--- src/rtl/qsl_pkg.sv ---
// Shared types and constants of the quicksort block.
package qsl_pkg;

    localparam int MAX_ITEMS_DEF = 64;
    localparam int VALUE_W       = 32;

    typedef enum logic [4:0] {
        ST_LOAD,
        ST_START,
        ST_POP,
        ST_RANGE,
        ST_CHECK,
        ST_PIVOT,
        ST_READ_J,
        ST_TEST_J,
        ST_SWAP_J,
        ST_SWAP_ST,
        ST_FIN_HI,
        ST_FIN_ST,
        ST_PUSH_L,
        ST_PUSH_R,
        ST_OUT_RD,
        ST_OUT_LD,
        ST_OUT_HOLD
    } qsl_state_t;

    // Commands from the controller to the datapath.
    typedef struct packed {
        logic load;        // store the accepted request, or flag overflow
        logic start;       // push the whole list if it holds two or more, reset output index
        logic pop_rd;      // pop a range, read its stack entry
        logic range_ld;    // capture lo/hi from the stack read data
        logic piv_rd;      // read buf[hi]
        logic piv_ld;      // capture pivot, store = j = lo
        logic j_rd;        // read buf[j]
        logic j_ld;        // capture buf[j]
        logic skip;        // j++
        logic bump;        // store++, j++ without moving data
        logic st_rd;       // read buf[store]
        logic st_wr_j;     // buf[j] = read data
        logic wr_st_tmp;   // buf[store] = captured buf[j], store++, j++
        logic fs_wr_hi;    // buf[hi] = read data
        logic fs_wr_st;    // buf[store] = pivot
        logic push_left;   // push [lo, q-1] when it holds two or more
        logic push_right;  // push [q+1, hi] when it holds two or more
        logic out_rd;      // read buf[k]
        logic out_ld;      // load the output register
        logic out_next;    // k++
        logic clear;       // end of run: empty buffer, stack, overflow flag
    } qsl_cmd_t;

    // Status from the datapath to the controller.
    typedef struct packed {
        logic depth_zero;
        logic range_empty;
        logic j_at_hi;
        logic vj_le;
        logic store_eq_j;
        logic count_zero;
        logic out_last;
    } qsl_status_t;

endpackage

--- src/rtl/qsl_ram.sv ---
// Generic RAM: one write port, one read port with registered read data.
module qsl_ram #(
    parameter int WIDTH = 32,
    parameter int DEPTH = 64
) (
    input  logic                     aclk,
    input  logic                     we,
    input  logic [$clog2(DEPTH)-1:0] waddr,
    input  logic [WIDTH-1:0]         wdata,
    input  logic                     re,
    input  logic [$clog2(DEPTH)-1:0] raddr,
    output logic [WIDTH-1:0]         rdata
);
    logic [WIDTH-1:0] mem [DEPTH];
    logic [WIDTH-1:0] rdata_reg;

    always_ff @(posedge aclk) begin
        if (we) begin
            mem[waddr] <= wdata;
        end
        if (re) begin
            rdata_reg <= mem[raddr];
        end
    end

    assign rdata = rdata_reg;
endmodule

--- src/rtl/qsl_datapath.sv ---
// Datapath of the sorter: item buffer, range stack, partition registers, output register.
module qsl_datapath #(
    parameter int MAX_ITEMS = qsl_pkg::MAX_ITEMS_DEF
) (
    input  logic                               aclk,
    input  logic                               aresetn,
    input  qsl_pkg::qsl_cmd_t                  cmd,
    input  logic signed [qsl_pkg::VALUE_W-1:0] s_value,
    output qsl_pkg::qsl_status_t               status,
    output logic signed [qsl_pkg::VALUE_W-1:0] m_sorted_value,
    output logic                               m_last_out,
    output logic                               m_overflowed
);
    import qsl_pkg::*;

    localparam int IDX_W = $clog2(MAX_ITEMS);
    localparam int CNT_W = IDX_W + 1;
    localparam int SE_W  = 2 * IDX_W;
    localparam logic [CNT_W-1:0] MAX_CNT = CNT_W'(MAX_ITEMS);

    logic [CNT_W-1:0]   count_reg;
    logic               overflow_reg;
    logic [CNT_W-1:0]   depth_reg;
    logic [IDX_W-1:0]   lo_reg;
    logic [IDX_W-1:0]   hi_reg;
    logic [IDX_W-1:0]   store_reg;
    logic [IDX_W-1:0]   j_reg;
    logic [IDX_W-1:0]   k_reg;
    logic [VALUE_W-1:0] pivot_reg;
    logic [VALUE_W-1:0] vj_reg;
    logic [VALUE_W-1:0] m_sorted_value_reg;
    logic               m_last_out_reg;
    logic               m_overflowed_reg;

    logic               buf_we;
    logic [IDX_W-1:0]   buf_waddr;
    logic [VALUE_W-1:0] buf_wdata;
    logic               buf_re;
    logic [IDX_W-1:0]   buf_raddr;
    logic [VALUE_W-1:0] buf_rdata;

    logic               stk_we;
    logic [IDX_W-1:0]   stk_waddr;
    logic [SE_W-1:0]    stk_wdata;
    logic [IDX_W-1:0]   stk_raddr;
    logic [SE_W-1:0]    stk_rdata;

    logic [CNT_W-1:0]   depth_dec;
    logic [CNT_W-1:0]   count_dec;
    logic [IDX_W:0]     lo_x;
    logic [IDX_W:0]     hi_x;
    logic [IDX_W:0]     store_x;
    logic               room;
    logic               store_ok;
    logic               start_en;
    logic               push_l_en;
    logic               push_r_en;

    assign depth_dec = depth_reg - 1'b1;
    assign count_dec = count_reg - 1'b1;
    assign lo_x      = {1'b0, lo_reg};
    assign hi_x      = {1'b0, hi_reg};
    assign store_x   = {1'b0, store_reg};
    assign room      = depth_reg < MAX_CNT;
    assign store_ok  = count_reg < MAX_CNT;
    assign start_en  = cmd.start && (count_reg >= CNT_W'(2));
    // Push only subranges of two or more elements.
    assign push_l_en = cmd.push_left && (store_x > lo_x + 1'b1) && room;
    assign push_r_en = cmd.push_right && (store_x + 1'b1 < hi_x) && room;

    // Control state
    always_ff @(posedge aclk) begin
        if (!aresetn) begin
            count_reg    <= '0;
            overflow_reg <= 1'b0;
            depth_reg    <= '0;
        end else if (cmd.clear) begin
            count_reg    <= '0;
            overflow_reg <= 1'b0;
            depth_reg    <= '0;
        end else begin
            if (cmd.load) begin
                if (store_ok) begin
                    count_reg <= count_reg + 1'b1;
                end else begin
                    overflow_reg <= 1'b1;
                end
            end
            if (cmd.start) begin
                depth_reg <= start_en ? CNT_W'(1) : '0;
            end else if (cmd.pop_rd) begin
                depth_reg <= depth_dec;
            end else if (push_l_en || push_r_en) begin
                depth_reg <= depth_reg + 1'b1;
            end
        end
    end

    // Partition and output registers
    always_ff @(posedge aclk) begin
        if (cmd.range_ld) begin
            lo_reg <= stk_rdata[SE_W-1:IDX_W];
            hi_reg <= stk_rdata[IDX_W-1:0];
        end
        if (cmd.piv_ld) begin
            pivot_reg <= buf_rdata;
            store_reg <= lo_reg;
            j_reg     <= lo_reg;
        end
        if (cmd.j_ld) begin
            vj_reg <= buf_rdata;
        end
        if (cmd.skip) begin
            j_reg <= j_reg + 1'b1;
        end
        if (cmd.bump || cmd.wr_st_tmp) begin
            store_reg <= store_reg + 1'b1;
            j_reg     <= j_reg + 1'b1;
        end
        if (cmd.start) begin
            k_reg <= '0;
        end else if (cmd.out_next) begin
            k_reg <= k_reg + 1'b1;
        end
        if (cmd.out_ld) begin
            m_sorted_value_reg <= buf_rdata;
            m_last_out_reg     <= status.out_last;
            m_overflowed_reg   <= overflow_reg;
        end
    end

    // Buffer port muxes
    always_comb begin
        buf_we    = 1'b0;
        buf_waddr = '0;
        buf_wdata = '0;
        if (cmd.load && store_ok) begin
            buf_we    = 1'b1;
            buf_waddr = count_reg[IDX_W-1:0];
            buf_wdata = s_value;
        end else if (cmd.st_wr_j) begin
            buf_we    = 1'b1;
            buf_waddr = j_reg;
            buf_wdata = buf_rdata;
        end else if (cmd.wr_st_tmp) begin
            buf_we    = 1'b1;
            buf_waddr = store_reg;
            buf_wdata = vj_reg;
        end else if (cmd.fs_wr_hi) begin
            buf_we    = 1'b1;
            buf_waddr = hi_reg;
            buf_wdata = buf_rdata;
        end else if (cmd.fs_wr_st) begin
            buf_we    = 1'b1;
            buf_waddr = store_reg;
            buf_wdata = pivot_reg;
        end
    end

    always_comb begin
        buf_re    = cmd.piv_rd || cmd.j_rd || cmd.st_rd || cmd.out_rd;
        buf_raddr = k_reg;
        if (cmd.piv_rd) begin
            buf_raddr = hi_reg;
        end else if (cmd.j_rd) begin
            buf_raddr = j_reg;
        end else if (cmd.st_rd) begin
            buf_raddr = store_reg;
        end
    end

    // Stack port muxes
    always_comb begin
        stk_we    = start_en || push_l_en || push_r_en;
        stk_waddr = depth_reg[IDX_W-1:0];
        stk_wdata = {store_reg + 1'b1, hi_reg};
        if (cmd.start) begin
            stk_waddr = '0;
            stk_wdata = {{IDX_W{1'b0}}, count_dec[IDX_W-1:0]};
        end else if (cmd.push_left) begin
            stk_wdata = {lo_reg, store_reg - 1'b1};
        end
    end

    assign stk_raddr = depth_dec[IDX_W-1:0];

    qsl_ram #(
        .WIDTH (VALUE_W),
        .DEPTH (MAX_ITEMS)
    ) u_item_ram (
        .aclk  (aclk),
        .we    (buf_we),
        .waddr (buf_waddr),
        .wdata (buf_wdata),
        .re    (buf_re),
        .raddr (buf_raddr),
        .rdata (buf_rdata)
    );

    qsl_ram #(
        .WIDTH (SE_W),
        .DEPTH (MAX_ITEMS)
    ) u_stack_ram (
        .aclk  (aclk),
        .we    (stk_we),
        .waddr (stk_waddr),
        .wdata (stk_wdata),
        .re    (cmd.pop_rd),
        .raddr (stk_raddr),
        .rdata (stk_rdata)
    );

    assign status.depth_zero  = depth_reg == '0;
    assign status.range_empty = lo_reg >= hi_reg;
    assign status.j_at_hi     = j_reg == hi_reg;
    assign status.vj_le       = $signed(buf_rdata) <= $signed(pivot_reg);
    assign status.store_eq_j  = store_reg == j_reg;
    assign status.count_zero  = count_reg == '0;
    assign status.out_last    = ({1'b0, k_reg} + 1'b1) == count_reg;

    assign m_sorted_value = m_sorted_value_reg;
    assign m_last_out     = m_last_out_reg;
    assign m_overflowed   = m_overflowed_reg;
endmodule

--- src/rtl/qsl_ctrl.sv ---
// Controller of the sorter: sequences loading, partitioning and read-out.
module qsl_ctrl (
    input  logic                 aclk,
    input  logic                 aresetn,
    input  logic                 s_valid,
    input  logic                 s_last,
    output logic                 s_ready,
    output logic                 m_valid,
    input  logic                 m_ready,
    input  qsl_pkg::qsl_status_t status,
    output qsl_pkg::qsl_cmd_t    cmd
);
    import qsl_pkg::*;

    qsl_state_t state_reg;
    qsl_state_t state_next;

    always_ff @(posedge aclk) begin
        if (!aresetn) begin
            state_reg <= ST_LOAD;
        end else begin
            state_reg <= state_next;
        end
    end

    always_comb begin
        state_next = state_reg;
        cmd        = '0;
        s_ready    = 1'b0;
        m_valid    = 1'b0;
        case (state_reg)
            ST_LOAD: begin
                s_ready = 1'b1;
                if (s_valid) begin
                    cmd.load = 1'b1;
                    if (s_last) begin
                        state_next = ST_START;
                    end
                end
            end
            ST_START: begin
                cmd.start  = 1'b1;
                state_next = ST_POP;
            end
            ST_POP: begin
                if (status.depth_zero) begin
                    state_next = ST_OUT_RD;
                end else begin
                    cmd.pop_rd = 1'b1;
                    state_next = ST_RANGE;
                end
            end
            ST_RANGE: begin
                cmd.range_ld = 1'b1;
                state_next   = ST_CHECK;
            end
            ST_CHECK: begin
                if (status.range_empty) begin
                    state_next = ST_POP;
                end else begin
                    cmd.piv_rd = 1'b1;
                    state_next = ST_PIVOT;
                end
            end
            ST_PIVOT: begin
                cmd.piv_ld = 1'b1;
                state_next = ST_READ_J;
            end
            ST_READ_J: begin
                // At the pivot: fetch buf[store] for the closing swap.
                if (status.j_at_hi) begin
                    cmd.st_rd  = 1'b1;
                    state_next = ST_FIN_HI;
                end else begin
                    cmd.j_rd   = 1'b1;
                    state_next = ST_TEST_J;
                end
            end
            ST_TEST_J: begin
                if (!status.vj_le) begin
                    cmd.skip   = 1'b1;
                    state_next = ST_READ_J;
                end else if (status.store_eq_j) begin
                    cmd.bump   = 1'b1;
                    state_next = ST_READ_J;
                end else begin
                    cmd.j_ld   = 1'b1;
                    cmd.st_rd  = 1'b1;
                    state_next = ST_SWAP_J;
                end
            end
            ST_SWAP_J: begin
                cmd.st_wr_j = 1'b1;
                state_next  = ST_SWAP_ST;
            end
            ST_SWAP_ST: begin
                cmd.wr_st_tmp = 1'b1;
                state_next    = ST_READ_J;
            end
            ST_FIN_HI: begin
                cmd.fs_wr_hi = 1'b1;
                state_next   = ST_FIN_ST;
            end
            ST_FIN_ST: begin
                cmd.fs_wr_st = 1'b1;
                state_next   = ST_PUSH_L;
            end
            ST_PUSH_L: begin
                cmd.push_left = 1'b1;
                state_next    = ST_PUSH_R;
            end
            ST_PUSH_R: begin
                cmd.push_right = 1'b1;
                state_next     = ST_POP;
            end
            ST_OUT_RD: begin
                if (status.count_zero) begin
                    cmd.clear  = 1'b1;
                    state_next = ST_LOAD;
                end else begin
                    cmd.out_rd = 1'b1;
                    state_next = ST_OUT_LD;
                end
            end
            ST_OUT_LD: begin
                cmd.out_ld = 1'b1;
                state_next = ST_OUT_HOLD;
            end
            ST_OUT_HOLD: begin
                m_valid = 1'b1;
                if (m_ready) begin
                    if (status.out_last) begin
                        cmd.clear  = 1'b1;
                        state_next = ST_LOAD;
                    end else begin
                        cmd.out_next = 1'b1;
                        state_next   = ST_OUT_RD;
                    end
                end
            end
            default: begin
                state_next = ST_LOAD;
            end
        endcase
    end
endmodule

--- src/rtl/quicksort_lomuto.sv ---
// Top level of the quicksort sorter: controller and datapath.
//
// Requests carry one signed 32-bit value each and are stored at one per cycle;
// up to MAX_ITEMS are kept and any beyond that are dropped and flagged on every
// result of the run. A request with s_last set (stored or dropped) starts an
// in-place quicksort with Lomuto partitioning over a range stack held in a
// second RAM; s_ready stays low from then until the last sorted value has been
// taken. All buffer traffic goes through one single-port-per-direction RAM with
// registered read, so each scanned element is first read and then tested, and a
// swap adds one write to buf[j] and one to buf[store]. Each result is read from
// the buffer, loaded into the output register and held until m_ready takes it.
// No clearing pass is needed after reset.
module quicksort_lomuto #(
    parameter int MAX_ITEMS = qsl_pkg::MAX_ITEMS_DEF
) (
    input  logic                               aclk,
    input  logic                               aresetn,
    input  logic                               s_valid,
    output logic                               s_ready,
    input  logic signed [qsl_pkg::VALUE_W-1:0] s_value,
    input  logic                               s_last,
    output logic                               m_valid,
    input  logic                               m_ready,
    output logic signed [qsl_pkg::VALUE_W-1:0] m_sorted_value,
    output logic                               m_last_out,
    output logic                               m_overflowed
);
    import qsl_pkg::*;

    qsl_cmd_t    cmd;
    qsl_status_t status;

    qsl_ctrl u_ctrl (
        .aclk    (aclk),
        .aresetn (aresetn),
        .s_valid (s_valid),
        .s_last  (s_last),
        .s_ready (s_ready),
        .m_valid (m_valid),
        .m_ready (m_ready),
        .status  (status),
        .cmd     (cmd)
    );

    qsl_datapath #(
        .MAX_ITEMS (MAX_ITEMS)
    ) u_datapath (
        .aclk           (aclk),
        .aresetn        (aresetn),
        .cmd            (cmd),
        .s_value        (s_value),
        .status         (status),
        .m_sorted_value (m_sorted_value),
        .m_last_out     (m_last_out),
        .m_overflowed   (m_overflowed)
    );
endmodule

--- config.mk ---
export PLATFORM = sky130hd
export DESIGN_NAME = quicksort_lomuto
export DESIGN_NICKNAME = d
export VERILOG_FILES = /design/src/rtl/qsl_pkg.sv /design/src/rtl/qsl_ram.sv /design/src/rtl/qsl_datapath.sv /design/src/rtl/qsl_ctrl.sv /design/src/rtl/quicksort_lomuto.sv
export SDC_FILE = /design/constraint.sdc
export NUM_CORES = 2
export LEC_CHECK = 0
export BUFFER_PORTS_ARGS = -buffer_cell sky130_fd_sc_hd__buf_4
export CAP_MARGIN = 15
export CORE_ASPECT_RATIO = 1.75
export CORE_MARGIN = 4
export CORE_UTILIZATION = 60
export DETAILED_ROUTE_END_ITERATION = 10
export PLACE_DENSITY = 0.76
export SLEW_MARGIN = 0
export SYNTH_ARGS = -nofsm -noshare
export SYNTH_HDL_FRONTEND = slang
export SYNTH_HIERARCHICAL = 1
export SYNTH_SLANG_ARGS = --single-unit
export TNS_END_PERCENT = 100
--- constraint.sdc ---
create_clock -name aclk -period 6.4 [get_ports aclk]
set_input_delay 0 -clock aclk [delete_from_list [all_inputs] [get_ports aclk]]
set_output_delay 0 -clock aclk [all_outputs]
set_load 0.005 [all_outputs]
==> flow_summary.ini <==
[status]
outcome = finished, violations left
violations = negative setup slack

[yosys]
synth_edf_count = 2982
ys_seq_area_share_pct = 76.43
synth-simple-area-share_pct = 2.705
synth_mux_area_share_pct = 15.24
synthAdderAreaFrac_pct = 0.6371
synth_top_family_by_area = multiplexers
syn-cell-area_um2 = 117800
synthArstFlopShare_pct = 0
synth_warnings = 6
synth_ff_type = edfxtp_1
ys_types = 80
synth-seq-cells = 3008
avgSynthCellArea_um2 = 20.95
synth-xor-area-share_pct = 0.4088
syn-num-nets = 5722
synthCells = 5625
synth-compound-area-share_pct = 3.017

[clocking]
root_buffer = clkbuf_16
cts.path.max_buffers = 4
cts.sinks = 3008
clkTransAtPathRegs_ns = 0.07
clock_latency_ns = 0.91
cts_tree = built
cts_buffers = 247
h-tree-depth = 4

[min_path]
hold_path_class = input pin to flip-flop

[layout]
regMostFlops = u_datapath/u_item_ram/mem
seq_area_um2 = 90070
multi_input_area_um2 = 27080
finish.instance_area_um2 = 133400
largestRegisters = u_datapath/u_item_ram/mem: 2048 flops, u_datapath/u_stack_ram/mem: 768 flops
fillCellCount = 11540
stdcell_count = 8879
layout.nets = 6170
layout-drive-gt1-share_pct = 27.89
largest_reg_flops = 2048
synthToLayoutAreaGrowth_pct = 13.17

[timing]
rsz0062_at_grt = no
fin_skew_ns = 0.09852
fin_crit_ns = 6.473
hold_violations = 0
finalSetupViolations = 1
maxSlewViolCount = 0
max_freq_ghz = 0.1545
max_slew.worst_pin.slew_ns = 1.264
period_share_pct = 101.1
timing.slew.headroom_pct = 15.40
fin_ws_ns = -0.07261

[drt]
finalWirelength_um = 310800
ant_nets = 0
drcViolationCount = 0
avgRoutedWirePerCell_um = 35.00
drt-pass1-iter-count = 6
vias_per_cell = 6.845
vias = 60780
drtIter0Drc = 8123

[critical_path]
crit_type = flip-flop to flip-flop
worstPathMaxFanout = 12
end_kind = flip-flop
required_ns = 6.96
start_kind = flip-flop
critPathArrivalTime_ns = 7.03

[floorplan]
die_y_um = 594.3
rows = 215
core_um2 = 195600
fp.dieW_um = 343
ios = 73
die-area_um2 = 203800
start_util_pct = 60.25

[flow_run]
maxCapViolCount = 0

[place]
dpl_cell_area_um2 = 124700
numPortBuffers = 72
globalplace.congestion = 0.8858
hpwl_um = 188900
dp.cells = 8374

[grt]
grt_max_degree = 90
overflow = 0
antenna_found_initial = 7
grt_usage_pct = 30.87
grt_pass1_wl_um = 447100
grt_pass1_vias = 62310

[power]
power_leakage_nw = 41.91
p_per_area_nw_per_um2 = 295.3
ir_drop_uv = 410.3
power_mw = 39.38
[routing by layer]
| metal | vias to the layer above | share of wire (%) | routed length (um) | track usage, % |
|---|---|---|---|---|
| li1 | 24250 | - | - | - |
| met1 | 31470 | 31 | 94960 | 35.87 |
| met5 | - | 0.0061 | 19 | 0 |
| met2 | 4006 | 52 | 161300 | 53.14 |
| met3 | 1057 | 8.8 | 27260 | 4.714 |
| met4 | 4 | 8.8 | 27240 | 20.83 |
[through the flow]
stage | TNS [ns] | utilization (%) | worst slack, ns | hold WS (ns)
floorplan | 0 | - | 1.113 | 0.1175
global placement | -3.181 | 63.76 | -0.3844 | 0.2359
detailed placement | -0.4469 | 63.76 | -0.1932 | 0.2339
CTS | 0 | 68.09 | 0.02671 | 0.003857
global route | 0 | 68.19 | 0.03236 | 0.04348
finish | -0.07261 | 68.19 | -0.07261 | 0.06539
[critical path: stages (launching register included)]
cell and delay (ns):
edfxtp_1 0.42, buf_12 0.18, ha_1 0.30, and2_0 0.19, a221o_1 0.31, a221oi_1 0.39, o21ai_0 0.16, a21oi_1 0.17
mux2_2 0.23, nand2b_1 0.14, mux2_2 0.30, nor2_1 0.18, buf_4 0.21, mux2i_1 0.08, nor2_1 0.13, a21oi_1 0.09
o21ai_4 0.45, buf_12 0.25, buf_4 0.18, or3_1 0.46, o221ai_1 0.25, a21oi_1 0.25, a21oi_1 0.06, nor2_1 0.71
[worst paths after layout]
| kind | from | to | slack [ns] | depth (start not counted) |
|---|---|---|---|---|
| max reg2reg | u_datapath/u_item_ram/rdata[27]$_DFFE_PP_ | u_datapath/u_item_ram/rdata[26]$_DFFE_PP_ | -0.07 | 23 |
| min reg2reg | u_datapath/u_stack_ram/rdata[10]$_DFFE_PP_ | u_datapath/lo_reg[4]$_DFFE_PP_ | 0.41 | 0 |
| min | s_value[23] | u_datapath/u_item_ram/mem[19][23]$_DFFE_PP_ | 0.07 | 4 |
| max | u_datapath/u_item_ram/rdata[27]$_DFFE_PP_ | u_datapath/u_item_ram/rdata[26]$_DFFE_PP_ | -0.07 | 23 |
[power breakdown]
group / internal, mW / leakage, nW / switching [mW]
clock: 8.41 / 3.91 / 6.79
sequential: 22.1 / 27.4 / 0.0423
combinational: 0.562 / 10.6 / 1.45
[repair_timing]
| item | CTS | global route |
|---|---|---|
| setup buffers | 6 | 3 |
| hold endpoints to repair | 1093 | 0 |
| hold buffers | 33 | 0 |
| endpoints found under the setup margin | 13 | 12 |
| resized for setup | 1 | 2 |
| cloned | 0 | 0 |
| pin swaps | 1 | 2 |
[logic make-up (layout without fill, tap and decap cells)]
kind of cell | after synthesis | count (layout)
adders and majority gates | 60 | 60
and+or+nand+nor | 694 | 694
DFF | 3008 | 3008
other | 0 | 4
xor gates and xnor gates | 55 | 55
muxes | 873 | 873
AOI/OAI and AO/OA | 555 | 555
buffers and inverters | 380 | 1026
[Yosys cell counts, types with 31 or more instances]
library cell	n	area share (%)
inv_1	62	0.20
mux2i_1	126	1.1
nor3_1	34	0.14
a21oi_1	159	0.68
buf_2	78	0.33
nand2b_1	36	0.19
nand2_1	135	0.43
o22ai_1	107	0.57
buf_4	39	0.25
nand3_1	39	0.17
edfxtp_1	2982	76
nor2_1	320	1.0
ha_1	60	0.64
xnor2_1	31	0.23
nor2b_1	41	0.22
mux4_2	736	14
clkbuf_1	157	0.50
o221ai_1	43	0.32
o21ai_0	79	0.34
a22oi_1	60	0.38
[placed cells by master, fill, tap and decap left out, types with 11 or more instances in the layout]
master            n
ha_1             60
xor2_1           22
nor2b_1          40
nor3_1           29
buf_4           423
edfxtp_1       2982
nand2b_1         36
a21oi_1         154
o21ai_4          38
nor2_4           73
buf_12           56
a31oi_1          14
a21o_1           11
o21ai_0          40
nand4_1          17
mux2_2           11
nand3_1          39
a311oi_1         12
bufinv_16        31
clkinv_2         50
dfxtp_1          26
a211oi_1         16
clkbuf_16       248
a22oi_1          60
clkinvlp_4       14
nor2_1          247
inv_1            60
nand2_1         135
clkbuf_1         44
xnor2_1          29
mux4_2          736
mux2i_1         125
dlygate4sd3_1    33
o221ai_1         43
clkinv_1         45
o22ai_1         106
[final cells by class]
cell class | instances | area share (%)
multi-input combinational | 2237 | 20.30
clock buffer | 297 | 4.829
timing repair buffer | 516 | 3.496
sequential | 3008 | 67.54
antenna | 4 | 0.007506
tap | 2604 | 2.443
inverter | 63 | 0.1876
clock inverter | 150 | 1.198
No activity file was read; power rests on OpenSTA's default activity.
